[config.mk]
export PLATFORM = sky130hd
export DESIGN_NAME = one_wire_voice_command_transmitter_top
export DESIGN_NICKNAME = d
export VERILOG_FILES = /design/src/rtl/core/omvct_pkg.sv /design/src/rtl/core/omvct_cmd.sv /design/src/rtl/core/omvct_seq.sv /design/src/rtl/core/omvct_skid.sv /design/src/rtl/core/one_wire_voice_command_transmitter_top.sv
export VERILOG_INCLUDE_DIRS = /design/src /design/src/rtl/core
export SDC_FILE = /design/constraint.sdc
export NUM_CORES = 1
export LEC_CHECK = 0
export ABC_CLOCK_PERIOD_IN_PS = 7500
export BUFFER_PORTS_ARGS = -buffer_cell sky130_fd_sc_hd__clkbuf_2
export CORE_ASPECT_RATIO = 1.1
export CORE_MARGIN = 2
export CORE_UTILIZATION = 45
export DETAILED_ROUTE_END_ITERATION = 10
export PLACE_DENSITY_LB_ADDON = 0.25
export SLEW_MARGIN = 20
export SYNTH_ARGS = -nofsm -noshare
export SYNTH_HDL_FRONTEND = slang
export SYNTH_SLANG_ARGS = --single-unit
[constraint.sdc]
create_clock -name clk -period 7.5 [get_ports clk]
set_input_delay 0.375 -clock clk [delete_from_list [all_inputs] [get_ports clk]]
set_output_delay 0.375 -clock clk [all_outputs]
set_load 0.005 [all_outputs]
[src/rtl/core/assert_macros.svh]
`ifndef ASSERT_MACROS_SVH
`define ASSERT_MACROS_SVH

// Checked on every clock edge outside reset
`define OMVCT_ASSERT(lbl, prop, msg) \
  lbl: assert property (@(posedge clk) disable iff (!rst_n) prop) else $error(msg);

// Checked on every clock edge, reset included
`define OMVCT_ASSERT_ALWAYS(lbl, prop, msg) \
  lbl: assert property (@(posedge clk) prop) else $error(msg);

`endif

[src/rtl/core/omvct_pkg.sv]
`timescale 1ns / 1ps

package omvct_pkg;

  localparam int TIMER_WIDTH_DEF = 16;
  localparam int DUR_WIDTH       = 16;

  localparam logic [2:0] OP_TICK   = 3'd0;
  localparam logic [2:0] OP_PLAY   = 3'd1;
  localparam logic [2:0] OP_STOP   = 3'd2;
  localparam logic [2:0] OP_LOOP   = 3'd3;
  localparam logic [2:0] OP_VOLUME = 3'd4;

  localparam logic [2:0] CFG_ENABLE_PLAY = 3'd0;
  localparam logic [2:0] CFG_START_HIGH  = 3'd1;
  localparam logic [2:0] CFG_START_LOW   = 3'd2;
  localparam logic [2:0] CFG_LONG        = 3'd3;
  localparam logic [2:0] CFG_SHORT       = 3'd4;

  localparam logic [7:0] BYTE_PREFIX   = 8'h0a;
  localparam logic [7:0] BYTE_PLAY_END = 8'h0b;
  localparam logic [7:0] BYTE_STOP     = 8'h13;
  localparam logic [7:0] BYTE_LOOP_END = 8'h0e;
  localparam logic [7:0] BYTE_VOL_END  = 8'h0c;
  localparam logic [7:0] LOOP_SINGLE   = 8'h01;
  localparam logic [7:0] LOOP_OTHER    = 8'h02;
  localparam logic [4:0] VOLUME_MAX    = 5'd30;

  localparam logic [15:0] RST_START_HIGH = 16'd100;
  localparam logic [15:0] RST_START_LOW  = 16'd220;
  localparam logic [15:0] RST_LONG       = 16'd50;
  localparam logic [15:0] RST_SHORT      = 16'd21;

  typedef enum logic [4:0] {
    PH_IDLE       = 5'b00001,
    PH_START_HIGH = 5'b00010,
    PH_START_LOW  = 5'b00100,
    PH_BIT_HIGH   = 5'b01000,
    PH_BIT_LOW    = 5'b10000
  } phase_t;

  typedef struct packed {
    logic                 enable_play;
    logic [DUR_WIDTH-1:0] start_high;
    logic [DUR_WIDTH-1:0] start_low;
    logic [DUR_WIDTH-1:0] long_ticks;
    logic [DUR_WIDTH-1:0] short_ticks;
  } cfg_t;

  typedef struct packed {
    logic            load;
    logic            rejected;
    logic [2:0]      total;
    logic [3:0][7:0] bytes;
  } cmd_t;

  typedef struct packed {
    logic line_level;
    logic busy_res;
    logic rejected;
  } res_t;

endpackage

[src/rtl/core/omvct_cmd.sv]
`timescale 1ns / 1ps

module omvct_cmd (
  input  logic              [2:0] operation,
  input  logic              [7:0] track,
  input  logic                    loop_single,
  input  logic signed       [7:0] volume,
  input  logic                    enable_play,
  input  logic                    busy,
  output omvct_pkg::cmd_t         cmd
);

  logic [2:0]  op_eff;
  logic        is_cmd;
  logic [15:0] tprod;
  logic [4:0]  tq;
  logic [7:0]  tr8;
  logic [4:0]  vc;
  logic [1:0]  vq;
  logic [4:0]  vr5;

  always_comb begin
    op_eff = operation;
    if (operation == omvct_pkg::OP_PLAY && !enable_play) begin
      op_eff = omvct_pkg::OP_TICK;
    end
  end

  assign is_cmd = (op_eff == omvct_pkg::OP_PLAY) || (op_eff == omvct_pkg::OP_STOP) ||
                  (op_eff == omvct_pkg::OP_LOOP) || (op_eff == omvct_pkg::OP_VOLUME);

  // track / 10 by reciprocal, exact for 8-bit values
  assign tprod = {8'd0, track} * 16'd205;
  assign tq    = tprod[15:11];
  assign tr8   = track - ({3'd0, tq} * 8'd10);

  always_comb begin
    if (volume[7]) begin
      vc = 5'd0;
    end else if (volume > $signed({3'd0, omvct_pkg::VOLUME_MAX})) begin
      vc = omvct_pkg::VOLUME_MAX;
    end else begin
      vc = volume[4:0];
    end
  end

  always_comb begin
    if (vc >= 5'd30) begin
      vq = 2'd3;
    end else if (vc >= 5'd20) begin
      vq = 2'd2;
    end else if (vc >= 5'd10) begin
      vq = 2'd1;
    end else begin
      vq = 2'd0;
    end
  end

  assign vr5 = vc - ({3'd0, vq} * 5'd10);

  always_comb begin
    cmd.load     = is_cmd && !busy;
    cmd.rejected = is_cmd && busy;
    cmd.total    = 3'd0;
    cmd.bytes    = '0;
    unique case (op_eff)
      omvct_pkg::OP_PLAY: begin
        cmd.bytes[0] = omvct_pkg::BYTE_PREFIX;
        if (track >= 8'd10) begin
          cmd.bytes[1] = {3'd0, tq};
          cmd.bytes[2] = {4'd0, tr8[3:0]};
          cmd.bytes[3] = omvct_pkg::BYTE_PLAY_END;
          cmd.total    = 3'd4;
        end else begin
          cmd.bytes[1] = track;
          cmd.bytes[2] = omvct_pkg::BYTE_PLAY_END;
          cmd.total    = 3'd3;
        end
      end
      omvct_pkg::OP_STOP: begin
        cmd.bytes[0] = omvct_pkg::BYTE_STOP;
        cmd.total    = 3'd1;
      end
      omvct_pkg::OP_LOOP: begin
        cmd.bytes[0] = omvct_pkg::BYTE_PREFIX;
        cmd.bytes[1] = loop_single ? omvct_pkg::LOOP_SINGLE : omvct_pkg::LOOP_OTHER;
        cmd.bytes[2] = omvct_pkg::BYTE_LOOP_END;
        cmd.total    = 3'd3;
      end
      omvct_pkg::OP_VOLUME: begin
        cmd.bytes[0] = omvct_pkg::BYTE_PREFIX;
        cmd.bytes[1] = {6'd0, vq};
        cmd.bytes[2] = {3'd0, vr5};
        cmd.bytes[3] = omvct_pkg::BYTE_VOL_END;
        cmd.total    = 3'd4;
      end
      default: begin
        cmd.total = 3'd0;
      end
    endcase
  end

endmodule

[src/rtl/core/omvct_seq.sv]
`timescale 1ns / 1ps

module omvct_seq #(
  parameter int TIMER_WIDTH = omvct_pkg::TIMER_WIDTH_DEF
) (
  input  logic              clk,
  input  logic              rst_n,
  input  logic              step,
  input  omvct_pkg::cfg_t   cfg,
  input  omvct_pkg::cmd_t   cmd,
  output logic              busy,
  output logic              line_level,
  output logic              busy_res
);

  localparam logic [32:0] TMAX = (33'd1 << TIMER_WIDTH) - 33'd1;
  localparam logic [TIMER_WIDTH-1:0] TONE = {{(TIMER_WIDTH-1){1'b0}}, 1'b1};

  function automatic logic [TIMER_WIDTH-1:0] dur(input logic [15:0] v);
    logic [32:0] d;
    d = (v == 16'd0) ? 33'd1 : {17'd0, v};
    if (d > TMAX) begin
      dur = TMAX[TIMER_WIDTH-1:0];
    end else begin
      dur = d[TIMER_WIDTH-1:0];
    end
  endfunction

  logic [3:0][7:0]          queue_r;
  omvct_pkg::phase_t        phase_r, phase_nxt, ph0;
  logic [2:0]               total_r, total0;
  logic [1:0]               bytepos_r, bytepos_nxt, bytepos0;
  logic [2:0]               bitpos_r, bitpos_nxt, bitpos0;
  logic [TIMER_WIDTH-1:0]   timer_r, timer_nxt, timer0, tdec;
  logic [7:0]               shift_r, shift_nxt, shift0, shifted;
  logic [1:0]               next_pos;

  assign busy = (phase_r != omvct_pkg::PH_IDLE);

  always_comb begin
    if (cmd.load) begin
      ph0      = omvct_pkg::PH_START_HIGH;
      total0   = cmd.total;
      bytepos0 = 2'd0;
      bitpos0  = 3'd0;
      timer0   = dur(cfg.start_high);
      shift0   = cmd.bytes[0];
    end else begin
      ph0      = phase_r;
      total0   = total_r;
      bytepos0 = bytepos_r;
      bitpos0  = bitpos_r;
      timer0   = timer_r;
      shift0   = shift_r;
    end
  end

  assign line_level = (ph0 == omvct_pkg::PH_IDLE) || (ph0 == omvct_pkg::PH_START_HIGH) ||
                      (ph0 == omvct_pkg::PH_BIT_HIGH);
  assign busy_res   = (ph0 != omvct_pkg::PH_IDLE);
  assign tdec       = (timer0 != '0) ? timer0 - TONE : '0;
  assign shifted    = shift0 >> 1;
  assign next_pos   = bytepos0 + 2'd1;

  always_comb begin
    phase_nxt   = ph0;
    bytepos_nxt = bytepos0;
    bitpos_nxt  = bitpos0;
    timer_nxt   = tdec;
    shift_nxt   = shift0;
    if (ph0 != omvct_pkg::PH_IDLE && tdec == '0) begin
      unique case (ph0)
        omvct_pkg::PH_START_HIGH: begin
          phase_nxt = omvct_pkg::PH_START_LOW;
          timer_nxt = dur(cfg.start_low);
        end
        omvct_pkg::PH_START_LOW: begin
          phase_nxt  = omvct_pkg::PH_BIT_HIGH;
          bitpos_nxt = 3'd0;
          timer_nxt  = dur(shift0[0] ? cfg.long_ticks : cfg.short_ticks);
        end
        omvct_pkg::PH_BIT_HIGH: begin
          phase_nxt = omvct_pkg::PH_BIT_LOW;
          timer_nxt = dur(shift0[0] ? cfg.short_ticks : cfg.long_ticks);
        end
        omvct_pkg::PH_BIT_LOW: begin
          shift_nxt = shifted;
          if (bitpos0 != 3'd7) begin
            bitpos_nxt = bitpos0 + 3'd1;
            phase_nxt  = omvct_pkg::PH_BIT_HIGH;
            timer_nxt  = dur(shifted[0] ? cfg.long_ticks : cfg.short_ticks);
          end else begin
            bitpos_nxt = 3'd0;
            if (({1'b0, bytepos0} + 3'd1) >= total0) begin
              bytepos_nxt = 2'd0;
              phase_nxt   = omvct_pkg::PH_IDLE;
              timer_nxt   = '0;
            end else begin
              bytepos_nxt = next_pos;
              shift_nxt   = queue_r[next_pos];
              phase_nxt   = omvct_pkg::PH_START_HIGH;
              timer_nxt   = dur(cfg.start_high);
            end
          end
        end
        default: begin
          phase_nxt = omvct_pkg::PH_IDLE;
        end
      endcase
    end
  end

  always_ff @(posedge clk) begin
    if (step && cmd.load) begin
      queue_r <= cmd.bytes;
    end
  end

  always_ff @(posedge clk) begin
    if (!rst_n) begin
      phase_r   <= omvct_pkg::PH_IDLE;
      total_r   <= 3'd0;
      bytepos_r <= 2'd0;
      bitpos_r  <= 3'd0;
      timer_r   <= '0;
      shift_r   <= 8'd0;
    end else if (step) begin
      phase_r   <= phase_nxt;
      total_r   <= total0;
      bytepos_r <= bytepos_nxt;
      bitpos_r  <= bitpos_nxt;
      timer_r   <= timer_nxt;
      shift_r   <= shift_nxt;
    end
  end

endmodule

[src/rtl/core/omvct_skid.sv]
`timescale 1ns / 1ps

module omvct_skid (
  input  logic            clk,
  input  logic            rst_n,
  input  logic            in_valid,
  output logic            in_stall,
  input  omvct_pkg::res_t in_data,
  output logic            out_valid,
  input  logic            out_stall,
  output omvct_pkg::res_t out_data
);

  logic            out_valid_r, skid_valid_r;
  omvct_pkg::res_t out_data_r, skid_data_r;
  logic            take, out_free;

  assign in_stall  = skid_valid_r;
  assign take      = in_valid && !skid_valid_r;
  assign out_free  = !out_valid_r || !out_stall;
  assign out_valid = out_valid_r;
  assign out_data  = out_data_r;

  always_ff @(posedge clk) begin
    if (!rst_n) begin
      out_valid_r  <= 1'b0;
      skid_valid_r <= 1'b0;
    end else if (out_free) begin
      out_valid_r  <= skid_valid_r || take;
      skid_valid_r <= 1'b0;
    end else if (take) begin
      skid_valid_r <= 1'b1;
    end
  end

  always_ff @(posedge clk) begin
    if (out_free) begin
      out_data_r <= skid_valid_r ? skid_data_r : in_data;
    end else if (take) begin
      skid_data_r <= in_data;
    end
  end

endmodule

[src/rtl/core/one_wire_voice_command_transmitter_top.sv]
`timescale 1ns / 1ps

// One-wire voice command transmitter. Every input transfer is one line tick
// (about 10 us) and yields exactly one result transfer: the line level for
// that tick, a busy flag and a rejected flag. One item is taken per clock
// cycle unless the output buffer stalls it; the result is registered in a
// two-entry output buffer, so input keeps flowing while one result waits.
// Commands arriving while a sequence is being sent are dropped and flagged.
// Configuration writes are applied in the cycle after cfg_we.

`include "assert_macros.svh"

module one_wire_voice_command_transmitter_top #(
  parameter int TIMER_WIDTH = omvct_pkg::TIMER_WIDTH_DEF
) (
  input  logic              clk,
  input  logic              rst_n,
  input  logic              in_valid,
  output logic              in_stall,
  input  logic        [2:0] in_operation,
  input  logic        [7:0] in_track,
  input  logic              in_loop_single,
  input  logic signed [7:0] in_volume,
  output logic              out_valid,
  input  logic              out_stall,
  output logic              out_line_level,
  output logic              out_busy_res,
  output logic              out_rejected,
  input  logic              cfg_we,
  input  logic        [2:0] cfg_index,
  input  logic       [15:0] cfg_wdata
);

  omvct_pkg::cfg_t cfg_r;
  omvct_pkg::cmd_t cmd;
  omvct_pkg::res_t res, res_out;
  logic            busy, step;

  always_ff @(posedge clk) begin
    if (!rst_n) begin
      cfg_r.enable_play <= 1'b1;
      cfg_r.start_high  <= omvct_pkg::RST_START_HIGH;
      cfg_r.start_low   <= omvct_pkg::RST_START_LOW;
      cfg_r.long_ticks  <= omvct_pkg::RST_LONG;
      cfg_r.short_ticks <= omvct_pkg::RST_SHORT;
    end else if (cfg_we) begin
      unique case (cfg_index)
        omvct_pkg::CFG_ENABLE_PLAY: cfg_r.enable_play <= cfg_wdata[0];
        omvct_pkg::CFG_START_HIGH:  cfg_r.start_high  <= cfg_wdata;
        omvct_pkg::CFG_START_LOW:   cfg_r.start_low   <= cfg_wdata;
        omvct_pkg::CFG_LONG:        cfg_r.long_ticks  <= cfg_wdata;
        omvct_pkg::CFG_SHORT:       cfg_r.short_ticks <= cfg_wdata;
        default: begin
        end
      endcase
    end
  end

  assign step = in_valid && !in_stall;

  omvct_cmd u_cmd (
    .operation   (in_operation),
    .track       (in_track),
    .loop_single (in_loop_single),
    .volume      (in_volume),
    .enable_play (cfg_r.enable_play),
    .busy        (busy),
    .cmd         (cmd)
  );

  omvct_seq #(
    .TIMER_WIDTH (TIMER_WIDTH)
  ) u_seq (
    .clk        (clk),
    .rst_n      (rst_n),
    .step       (step),
    .cfg        (cfg_r),
    .cmd        (cmd),
    .busy       (busy),
    .line_level (res.line_level),
    .busy_res   (res.busy_res)
  );

  assign res.rejected = cmd.rejected;

  omvct_skid u_skid (
    .clk       (clk),
    .rst_n     (rst_n),
    .in_valid  (in_valid),
    .in_stall  (in_stall),
    .in_data   (res),
    .out_valid (out_valid),
    .out_stall (out_stall),
    .out_data  (res_out)
  );

  assign out_line_level = res_out.line_level;
  assign out_busy_res   = res_out.busy_res;
  assign out_rejected   = res_out.rejected;

  `OMVCT_ASSERT(a_rej_busy, out_valid && out_rejected |-> out_busy_res, "rejected while idle")
  `OMVCT_ASSERT(a_idle_high, out_valid && !out_busy_res |-> out_line_level, "idle line not high")
  `OMVCT_ASSERT(a_stall_src, in_stall |-> $past(out_valid && out_stall), "stall without backpressure")
  `OMVCT_ASSERT_ALWAYS(a_rst_empty, !rst_n |=> !out_valid && !in_stall, "buffer not empty after reset")

endmodule

Word level (Yosys, flattened, before mapping). Index checks and enable logic that the tools add are counted.

Bits in registers: 142. Bits of input ports: 44. Output and inout port bits: 5. Word-level logic and storage cells: 153.

$add $sub $neg: 6. Multiply operators: 3. $lt $le $gt $ge: 12. Eq/ne operators: 17. Multiplexer cells: 56. Bitwise gates (word level): 2. Reductions and logical operators: 34.

Operators by type and width (number): 16-bit 2-to-1 mux (18); 33-bit by 16-bit greater-than comparator with 1-bit output (second input constant) (5); 16-bit zero test (6); 16-bit case mux with 4 select lines (1); 8-bit 2-to-1 mux (6); 13-bit case mux with 3 select lines (1); 5-bit 2-to-1 mux (5); 3-bit 2-to-1 mux (7); 5-bit case mux with 4 select lines (1); 2-bit 2-to-1 mux (9); 8-bit binary-select mux with 2-bit select (1); 8-bit by 8-bit multiplier with 16-bit output (second input constant) (1); 16-bit nonzero test (1); 16-bit by 1-bit subtractor with 16-bit output (second input constant) (1); 3-bit by 2-bit equality test with 1-bit output (second input constant) (4); 12-bit 2-to-1 mux (1); 3-bit case mux with 4 select lines (1); 2-bit AND reduction (6); 5-bit >= comparator (second input constant) (2); 5-bit by 1-bit inequality test with 1-bit output (second input constant) (2); 5-bit case mux with 2 select lines (1); 3-bit by 1-bit equality test with 1-bit output (second input constant) (3); 8-bit by 4-bit >= comparator with 1-bit output (second input constant) (1); 8-bit by 6-bit greater-than comparator with 1-bit output (second input constant) (1); 28 further kinds (45).

Logic depth before layout (Yosys ltp). Gate-level depths: netlist of run 1.

Word-level depth: 17. Depth in mapped cells: 22. Gate-level depth less buffers: 20.

By module. Synthesis of run 1 repeated with hierarchy kept, for this count alone.

Cells, all modules: 987. Area total of the unflattened synthesis: 9431.5 um^2.

By module, submodules not included: omvct_seq (instances 1, cells each 511, area an instance 4803.4 um^2, seq. area each 1701.6 um^2); one_wire_voice_command_transmitter_top (instances 1, cells each 245, area an instance 2526.2 um^2, seq. area each 1301.2 um^2); omvct_cmd (instances 1, cells each 215, area an instance 1813.0 um^2, seq. area each 0.0 um^2); omvct_skid (instances 1, cells each 16, area an instance 289.0 um^2, seq. area each 220.2 um^2).

Worst setup path after synthesis of run 1. No wires, ideal clock.

Path type: input -> register. From: input in_track[1]. To: register u_seq.queue_r[19] (netlist name), data pin. Library setup time: 276 ps. Data arrival time: 4374 ps. Data required time: 7224 ps. Path slack: 2851 ps. Stages on the path: 17. Buffers on the path: 0. Path through: ha_1 > inv_1 > fa_1 > fa_1 > inv_1 > fa_1 > ha_1 > o21a_1 > o21a_1 > o21a_1 > a21o_1 > xor2_1 > fa_1 > xnor2_1 > xnor2_1 > xnor2_1 > o221ai_1.

RTL lines: start: declaration (RTL line one_wire_voice_command_transmitter_top.sv:21) `input logic [7:0] in_track,`; end signal: assignment (RTL line omvct_seq.sv:115) `queue_r <= cmd.bytes;`; end: declaration (RTL line omvct_seq.sv:29) `logic [3:0][7:0] queue_r;`.

Worst setup path after layout of run 1.
From: register u_seq.phase_r[2]. To: register u_seq.shift_r[5].

Word-level cells in the longest chain between the ends: 11. Elaborated cells on any way between the ends: 26. Classes of those cells: 3 x add/sub; 1 x order compare; 4 x eq/ne; 13 x mux; 5 x reduce/logical.

Ends and longest elaborated chain: start: declaration (RTL line omvct_seq.sv:30) `omvct_pkg::phase_t phase_r, phase_nxt, ph0;`; start signal: assignment (RTL line omvct_seq.sv:121) `phase_r <= omvct_pkg::PH_IDLE;`; start signal: assignment (RTL line omvct_seq.sv:128) `phase_r <= phase_nxt;`; parallel branches: the longest is 10 deep, another holds 16-bit by 1-bit subtractor with 16-bit output; 8-bit 2-to-1 mux * (RTL line omvct_seq.sv:71) `if (ph0 != omvct_pkg::PH_IDLE && tdec == '0) begin`; end signal: assignment (RTL line omvct_seq.sv:133) `shift_r <= shift_nxt;`; end: declaration (RTL line omvct_seq.sv:35) `logic [7:0] shift_r, shift_nxt, shift0, shifted;`.

Mark *: on every way between the ends. The select of a mux whose other input is x is not followed. A chain may end at the register's enable or synchronous reset.

==> results.json, run 1 <==
{
  "period_share": 0.7018,
  "fin_skew_ps": 11.60,
  "min_from": "cfg_wdata[5]",
  "ff2ff_setup_slack_ps": 2240,
  "utilization": 0.5130,
  "ys.flop_type": "dfxtp_1",
  "firstDrtPassIters": 5,
  "syn_area_per_cell_um2": 8.120,
  "fin_cells": 1325,
  "swShare": 0.3196,
  "io_pins": 49,
  "synth-edff-count": 25,
  "ys_ff_latch": 129,
  "diodes": 0,
  "hpwl_mm": 17.68,
  "synthTopCellsByArea": "dfxtp_1 (24%), edfxtp_1 (8.8%), ha_1 (8.5%)",
  "core.rowCount": 52,
  "synth_common_cells": "nand2_1 (178), dfxtp_1 (104), a21oi_1 (91)",
  "fmax_mhz": 190.0,
  "cts_tree": "built",
  "synth.most_common_cell": "nand2_1",
  "synth_area_um2": 8574,
  "wl_per_cell_um": 18.28,
  "power_frac_seq": 0.358,
  "cts.clk_slew.worst_paths_ps": 70,
  "synth_seq_area_share": 0.3304,
  "cts.sinks": 129,
  "fin_setup_tns_ps": 0,
  "cts_resized": 0,
  "grt_start_max_net_pins": 60,
  "power_leakage_nw": 3.900,
  "p_int_mw": 1.471,
  "yosysWarnings": 0,
  "crit_type": "flop to flop",
  "cts_buffers": 17,
  "area_delta_synth_final_pct": 10.94,
  "grt_overflow": 0,
  "grt_setup_unrepaired": "no",
  "grt_use_total": 0.2464,
  "drc": 0,
  "cp-start-kind": "flop",
  "grt_antenna_before_repair": 0,
  "fillers": 1799,
  "status": "complete, no violations",
  "gp_congestion": 0.9340,
  "via_per_inst": 5.932,
  "async_reset_ff_frac": 0,
  "fin_nets": 1184,
  "power_density_nw_per_um2": 227.3,
  "cp.arrival_ps": 5630,
  "drt_wl_total_mm": 24.22,
  "slew_violations": 0,
  "grt_pass1_vias": 7258,
  "drv_cap": 0,
  "vdd.ir_drop.worst_uv": 157.0,
  "end_kind": "flop",
  "layout-drive-gt1-share": 0.1044,
  "yosysTopAreaCellShare": 0.2428,
  "hold_violations": 0,
  "worstPathRequired_ps": 7860,
  "syn_nets": 1171,
  "grt_first_pass_wirelength_mm": 38.96,
  "start_util": 0.4624,
  "htree_levels": 4,
  "switchingPower_mw": 0.6913,
  "fin_crit_ps": 5264,
  "rr_startpoint": "u_seq.phase_r[2]",
  "ctsHoldBuffers": 0,
  "slew_headroom": 0.3172,
  "drtIter0Drc": 715,
  "die_y_um": 148.8,
  "clockBufferDepth": 2,
  "dr_total_vias": 7860,
  "comb_power_share": 0.239,
  "post_cts_buffers": 0,
  "syn_inst": 1056,
  "coreArea_um2": 18540,
  "tightest_slew_ps": 1024,
  "yosysUniqueCellTypes": 75,
  "fp.dieArea_um2": 20180,
  "dieWidth_um": 135.6,
  "clkPwrFrac": 0.403,
  "clk_latency_ps": 430,
  "portBuffers": 48,
  "setup_violations": 0,
  "yosys.area.top_type": "dfxtp_1",
  "cp-startpoint": "u_seq.phase_r[2]",
  "cts_root_buf": "clkbuf_16",
  "hold_path_class": "input pin to flop",
  "ant_nets": 0,
  "cp_max_fo": 30,
  "place_inst": 1293
}
-- per-layer routing --
layer  global-route usage  wire, µm
met2               0.3694     10810
met3              0.04451      1440
met5                    0         0
met1               0.3602     11460
met4              0.07604       522
-- logic make-up (layout without fill, tap and decap cells) --
family | Yosys count | after routing | share of synthesized area
AOI/OAI and AO/OA | 269 | 269 | 0.2043
xor gates and xnor gates | 23 | 23 | 0.02349
adders and majority gates | 71 | 71 | 0.1150
buffers and inverters | 116 | 142 | 0.05749
DFF | 129 | 129 | 0.3304
muxes | 24 | 24 | 0.03312
and+or+nand+nor | 424 | 424 | 0.2362
-- critical path, cell delays in order, from the launching register on --
cell and delay [ps]:
dfxtp_1 350, nor3_1 300, and2_1 640, nand2_2 570
mux2i_1 320, ha_1 240, nor2b_1 320, nand3_1 150
a22oi_1 820, a211oi_1 210, nor2_1 240, nand4_2 410
or3_1 470, o21ai_1 140
-- layout by cell type, fill, tap and decap left out, drive strengths merged, types with 14 or more instances in the layout --
| master | netlist | final |
|---|---|---|
| a211oi | 19 | 19 |
| a21oi | 92 | 92 |
| a22o | 17 | 17 |
| clkbuf | 48 | 67 |
| dfxtp | 104 | 104 |
| edfxtp | 25 | 25 |
| ha | 58 | 58 |
| inv | 52 | 60 |
| mux2i | 16 | 16 |
| nand2 | 179 | 179 |
| nand3 | 37 | 37 |
| nand4 | 14 | 14 |
| nor2 | 76 | 76 |
| nor3 | 28 | 28 |
| nor4 | 23 | 23 |
| o21ai | 52 | 52 |
-- cell type report --
type	count	area, µm²	area share
multi-input combinational	811	5254	0.5523
sequential	129	2833	0.2978
clock buffer	19	454.2	0.04774
tap	243	304.0	0.03196
timing repair buffer	55	292.8	0.03078
inverter	55	211.5	0.02223
clock inverter	13	163.9	0.01723
-- sequential cells by signal, indices dropped and copies added (netlist names), 5 cells and up --
name           flops
cfg_r             65
u_seq.queue_r     19
u_seq.timer_r     16
u_seq.shift_r      8
u_seq.phase_r      5
-- stage by stage --
stage	power (mW)	area, µm²	hold WS, ps	setup WS, ps
final	2.163	9513	201.3	2236
after global routing	2.268	9513	206.0	1753
after CTS	2.168	9510	198.5	2359
after detailed placement	1.299	8892	466.7	2241
after global placement	1.299	8892	459.2	2247
after floorplan	1.158	8574	446.1	2851
-- power by group through the flow --
stage	Sequential [mW]	Combinational [mW]	Clock, mW
final	0.774	0.516	0.872
after global routing	0.777	0.581	0.909
after CTS	0.773	0.515	0.880
after detailed placement	0.788	0.512	0
after global placement	0.788	0.511	0
after floorplan	0.773	0.385	0
-- path summary, 6_finish.rpt --
check / end / cells past startpoint
hold reg to reg: u_seq.shift_r[7] / 2
hold / removal: cfg_r[5] / 3
setup / recovery: u_seq.shift_r[5] / 13
setup reg to reg: u_seq.shift_r[5] / 13
(Power assumes the default switching activity.)
==> run 2, diff against run 1 <==
--- a/config.mk
+++ b/config.mk
@@ -6,7 +6,7 @@
 export SDC_FILE = /design/constraint.sdc
 export NUM_CORES = 1
 export LEC_CHECK = 0
-export ABC_CLOCK_PERIOD_IN_PS = 7500
+export ABC_CLOCK_PERIOD_IN_PS = 5350
 export BUFFER_PORTS_ARGS = -buffer_cell sky130_fd_sc_hd__clkbuf_2
 export CORE_ASPECT_RATIO = 1.1
 export CORE_MARGIN = 2
==> constraint.sdc (replaced) <==
create_clock -name clk -period 5.35 [get_ports clk]
set_input_delay 0.2675 -clock clk [delete_from_list [all_inputs] [get_ports clk]]
set_output_delay 0.2675 -clock clk [all_outputs]
set_load 0.005 [all_outputs]
==> run 2 against run 1 <==
  * First-iteration DRC count up 9.0%
  * Global-route usage up 0.97 points
  * Register-to-register slack worse by 1300 ps
  * Sequential share of layout area down 0.16 points
  * Die area unchanged
  * Hold slack worse by 110 ps
  * Cell area up 0.54%
  * Via count up 1.3%
  * Flip-flop and latch count unchanged
  * Largest cell class unchanged
  * Worst setup slack worse by 1400 ps
==> results.json, run 2 (synthesis gave the netlist of run 1 again) <==
{
  "ctsHoldBuffers": 0,
  "drt_wl_total_mm": 24.93,
  "top_regs": "cfg_r (65), u_seq.queue_r (19), u_seq.timer_r (16)",
  "layout-drive-gt1-share": 0.1118,
  "tightest_slew_ps": 1088,
  "grt_setup_unrepaired": "no",
  "crit_type": "input pin to flop",
  "wl_per_cell_um": 18.69,
  "worst-path-buf-inv": 3,
  "fin_skew_ps": 12.41,
  "fin_crit_ps": 4481,
  "power_leakage_nw": 3.946,
  "hold_violations": 0,
  "io_pins": 49,
  "setup_violations": 0,
  "vdd.ir_drop.worst_uv": 247.5,
  "top_layer": "met4",
  "fin_nets": 1193,
  "grt_overflow": 0,
  "diodes": 0,
  "dp_slack_ps": 394.3,
  "drt-met1-wl_mm": 11.21,
  "grt_start_max_net_pins": 60,
  "clk_latency_ps": 430,
  "cp_slowest_cell": "fa_1",
  "setup_ws_ps": 869.2,
  "final_area_um2": 9564,
  "firstDrtPassIters": 5,
  "cp-start-kind": "input pin",
  "area_delta_synth_final_pct": 11.54,
  "clockBufferDepth": 2,
  "period_share": 0.8375,
  "cts_resized": 0,
  "cts_tree": "built",
  "worstPathRequired_ps": 5500,
  "drc": 0,
  "grt_use_total": 0.2561,
  "cts.sinks": 129,
  "fillers": 1830,
  "drv_cap": 0,
  "status": "complete, no violations",
  "critPathMaxStageDelay_ps": 540,
  "met3WireLength_mm": 1.678,
  "grt_pass1_vias": 7711,
  "end_kind": "flop",
  "start_util": 0.4624,
  "cts.clk_slew.worst_paths_ps": 60,
  "htree_levels": 4,
  "dr_total_vias": 7964,
  "cts_buffers": 17,
  "coreArea_um2": 18540,
  "utilization": 0.5158,
  "hpwl_mm": 18.08,
  "final_common_cell": "nand2_1",
  "cp_max_fo": 6,
  "fin_setup_tns_ps": 0,
  "post_cts_buffers": 0,
  "largest_reg_flops": 65,
  "multi_input_area_um2": 5251,
  "regMostFlops": "cfg_r",
  "fmax_mhz": 223.2,
  "power_density_nw_per_um2": 315.6,
  "core.rowCount": 52,
  "layout_common_cells": "nand2_1 (178), dfxtp_1 (104), a21oi_1 (91)",
  "gp_congestion": 1.019,
  "hold_path_class": "input pin to flop",
  "cp_cell_sequence": "clkbuf_2 -> ha_1 -> inv_1 -> fa_1 -> fa_1 -> inv_1 -> fa_1 -> ha_1 -> o21a_1 -> o21a_1 -> o21a_1 -> a21o_1 -> xor2_1 -> fa_1 -> xnor2_1 -> xnor2_1 -> xnor2_1 -> o221ai_1",
  "slew_headroom": 0.2718,
  "portBuffers": 48,
  "crit_top_cell": "fa_1",
  "fin_cells": 1334,
  "cp.arrival_ps": 4630,
  "fp.dieArea_um2": 20180,
  "via_per_inst": 5.970,
  "place_inst": 1302,
  "grt_antenna_before_repair": 0,
  "grt_first_pass_wirelength_mm": 40.61,
  "cts_root_buf": "clkbuf_16",
  "p_total_mw": 3.018,
  "fin_hold_ws_ps": 95.84,
  "ant_nets": 0,
  "placed_cell_area_um2": 8960,
  "wl_met2_mm": 11.53,
  "seq_area_um2": 2833,
  "drtIter0Drc": 779,
  "slew_violations": 0,
  "critPathTopFamily": "adder cells",
  "dieWidth_um": 135.6,
  "die_y_um": 148.8
}
==> run 2: changes by cell type in the layout (fill, tap and decap cells not counted), moves of 2 or more <==
cell | before | now
buf_4 | 7 | 16
clkinv_4 | 2 | 5
clkinvlp_4 | 2 | 0
inv_6 | 4 | 8
inv_8 | 4 | 0
==> run 2: layout make-up <==
type | instances | area share
clock inverter | 14 | 0.01727
sequential | 129 | 0.2962
inverter | 55 | 0.02211
tap | 243 | 0.03179
clock buffer | 18 | 0.04592
timing repair buffer | 64 | 0.03768
multi-input combinational | 811 | 0.5491
==> run 2: worst paths after layout <==
path                    startpoint                end  slack, ps  cells past startpoint
hold / removal       cfg_wdata[15]          cfg_r[63]        100                      3
setup reg to reg  u_seq.phase_r[2]   u_seq.shift_r[5]        890                     15
setup / recovery       in_track[1]  u_seq.queue_r[19]        870                     18
hold reg to reg          cfg_r[48]          cfg_r[48]        480                      2
==> run 2: power breakdown <==
group          total [mW]  internal, mW  switching, mW
clock                1.21         0.713          0.493
sequential           1.08          1.04         0.0421
combinational       0.730         0.294          0.436
==> run 2: worst register-to-register path, delay by kind of cell (launching register included) <==
| family | cells | cell delay, ps |
|---|---|---|
| mux | 1 | 200 |
| flops | 1 | 350 |
| compound gates | 4 | 900 |
| simple gates | 8 | 2640 |
| buf+inv | 1 | 90 |
| fa+ha+maj | 1 | 230 |
==> run 2: routing by layer <==
metal	track usage	vias up
met2	0.3972	287
met4	0.08542	0
met1	0.3600	3796
met3	0.04723	37
li1	-	3844
met5	0	-
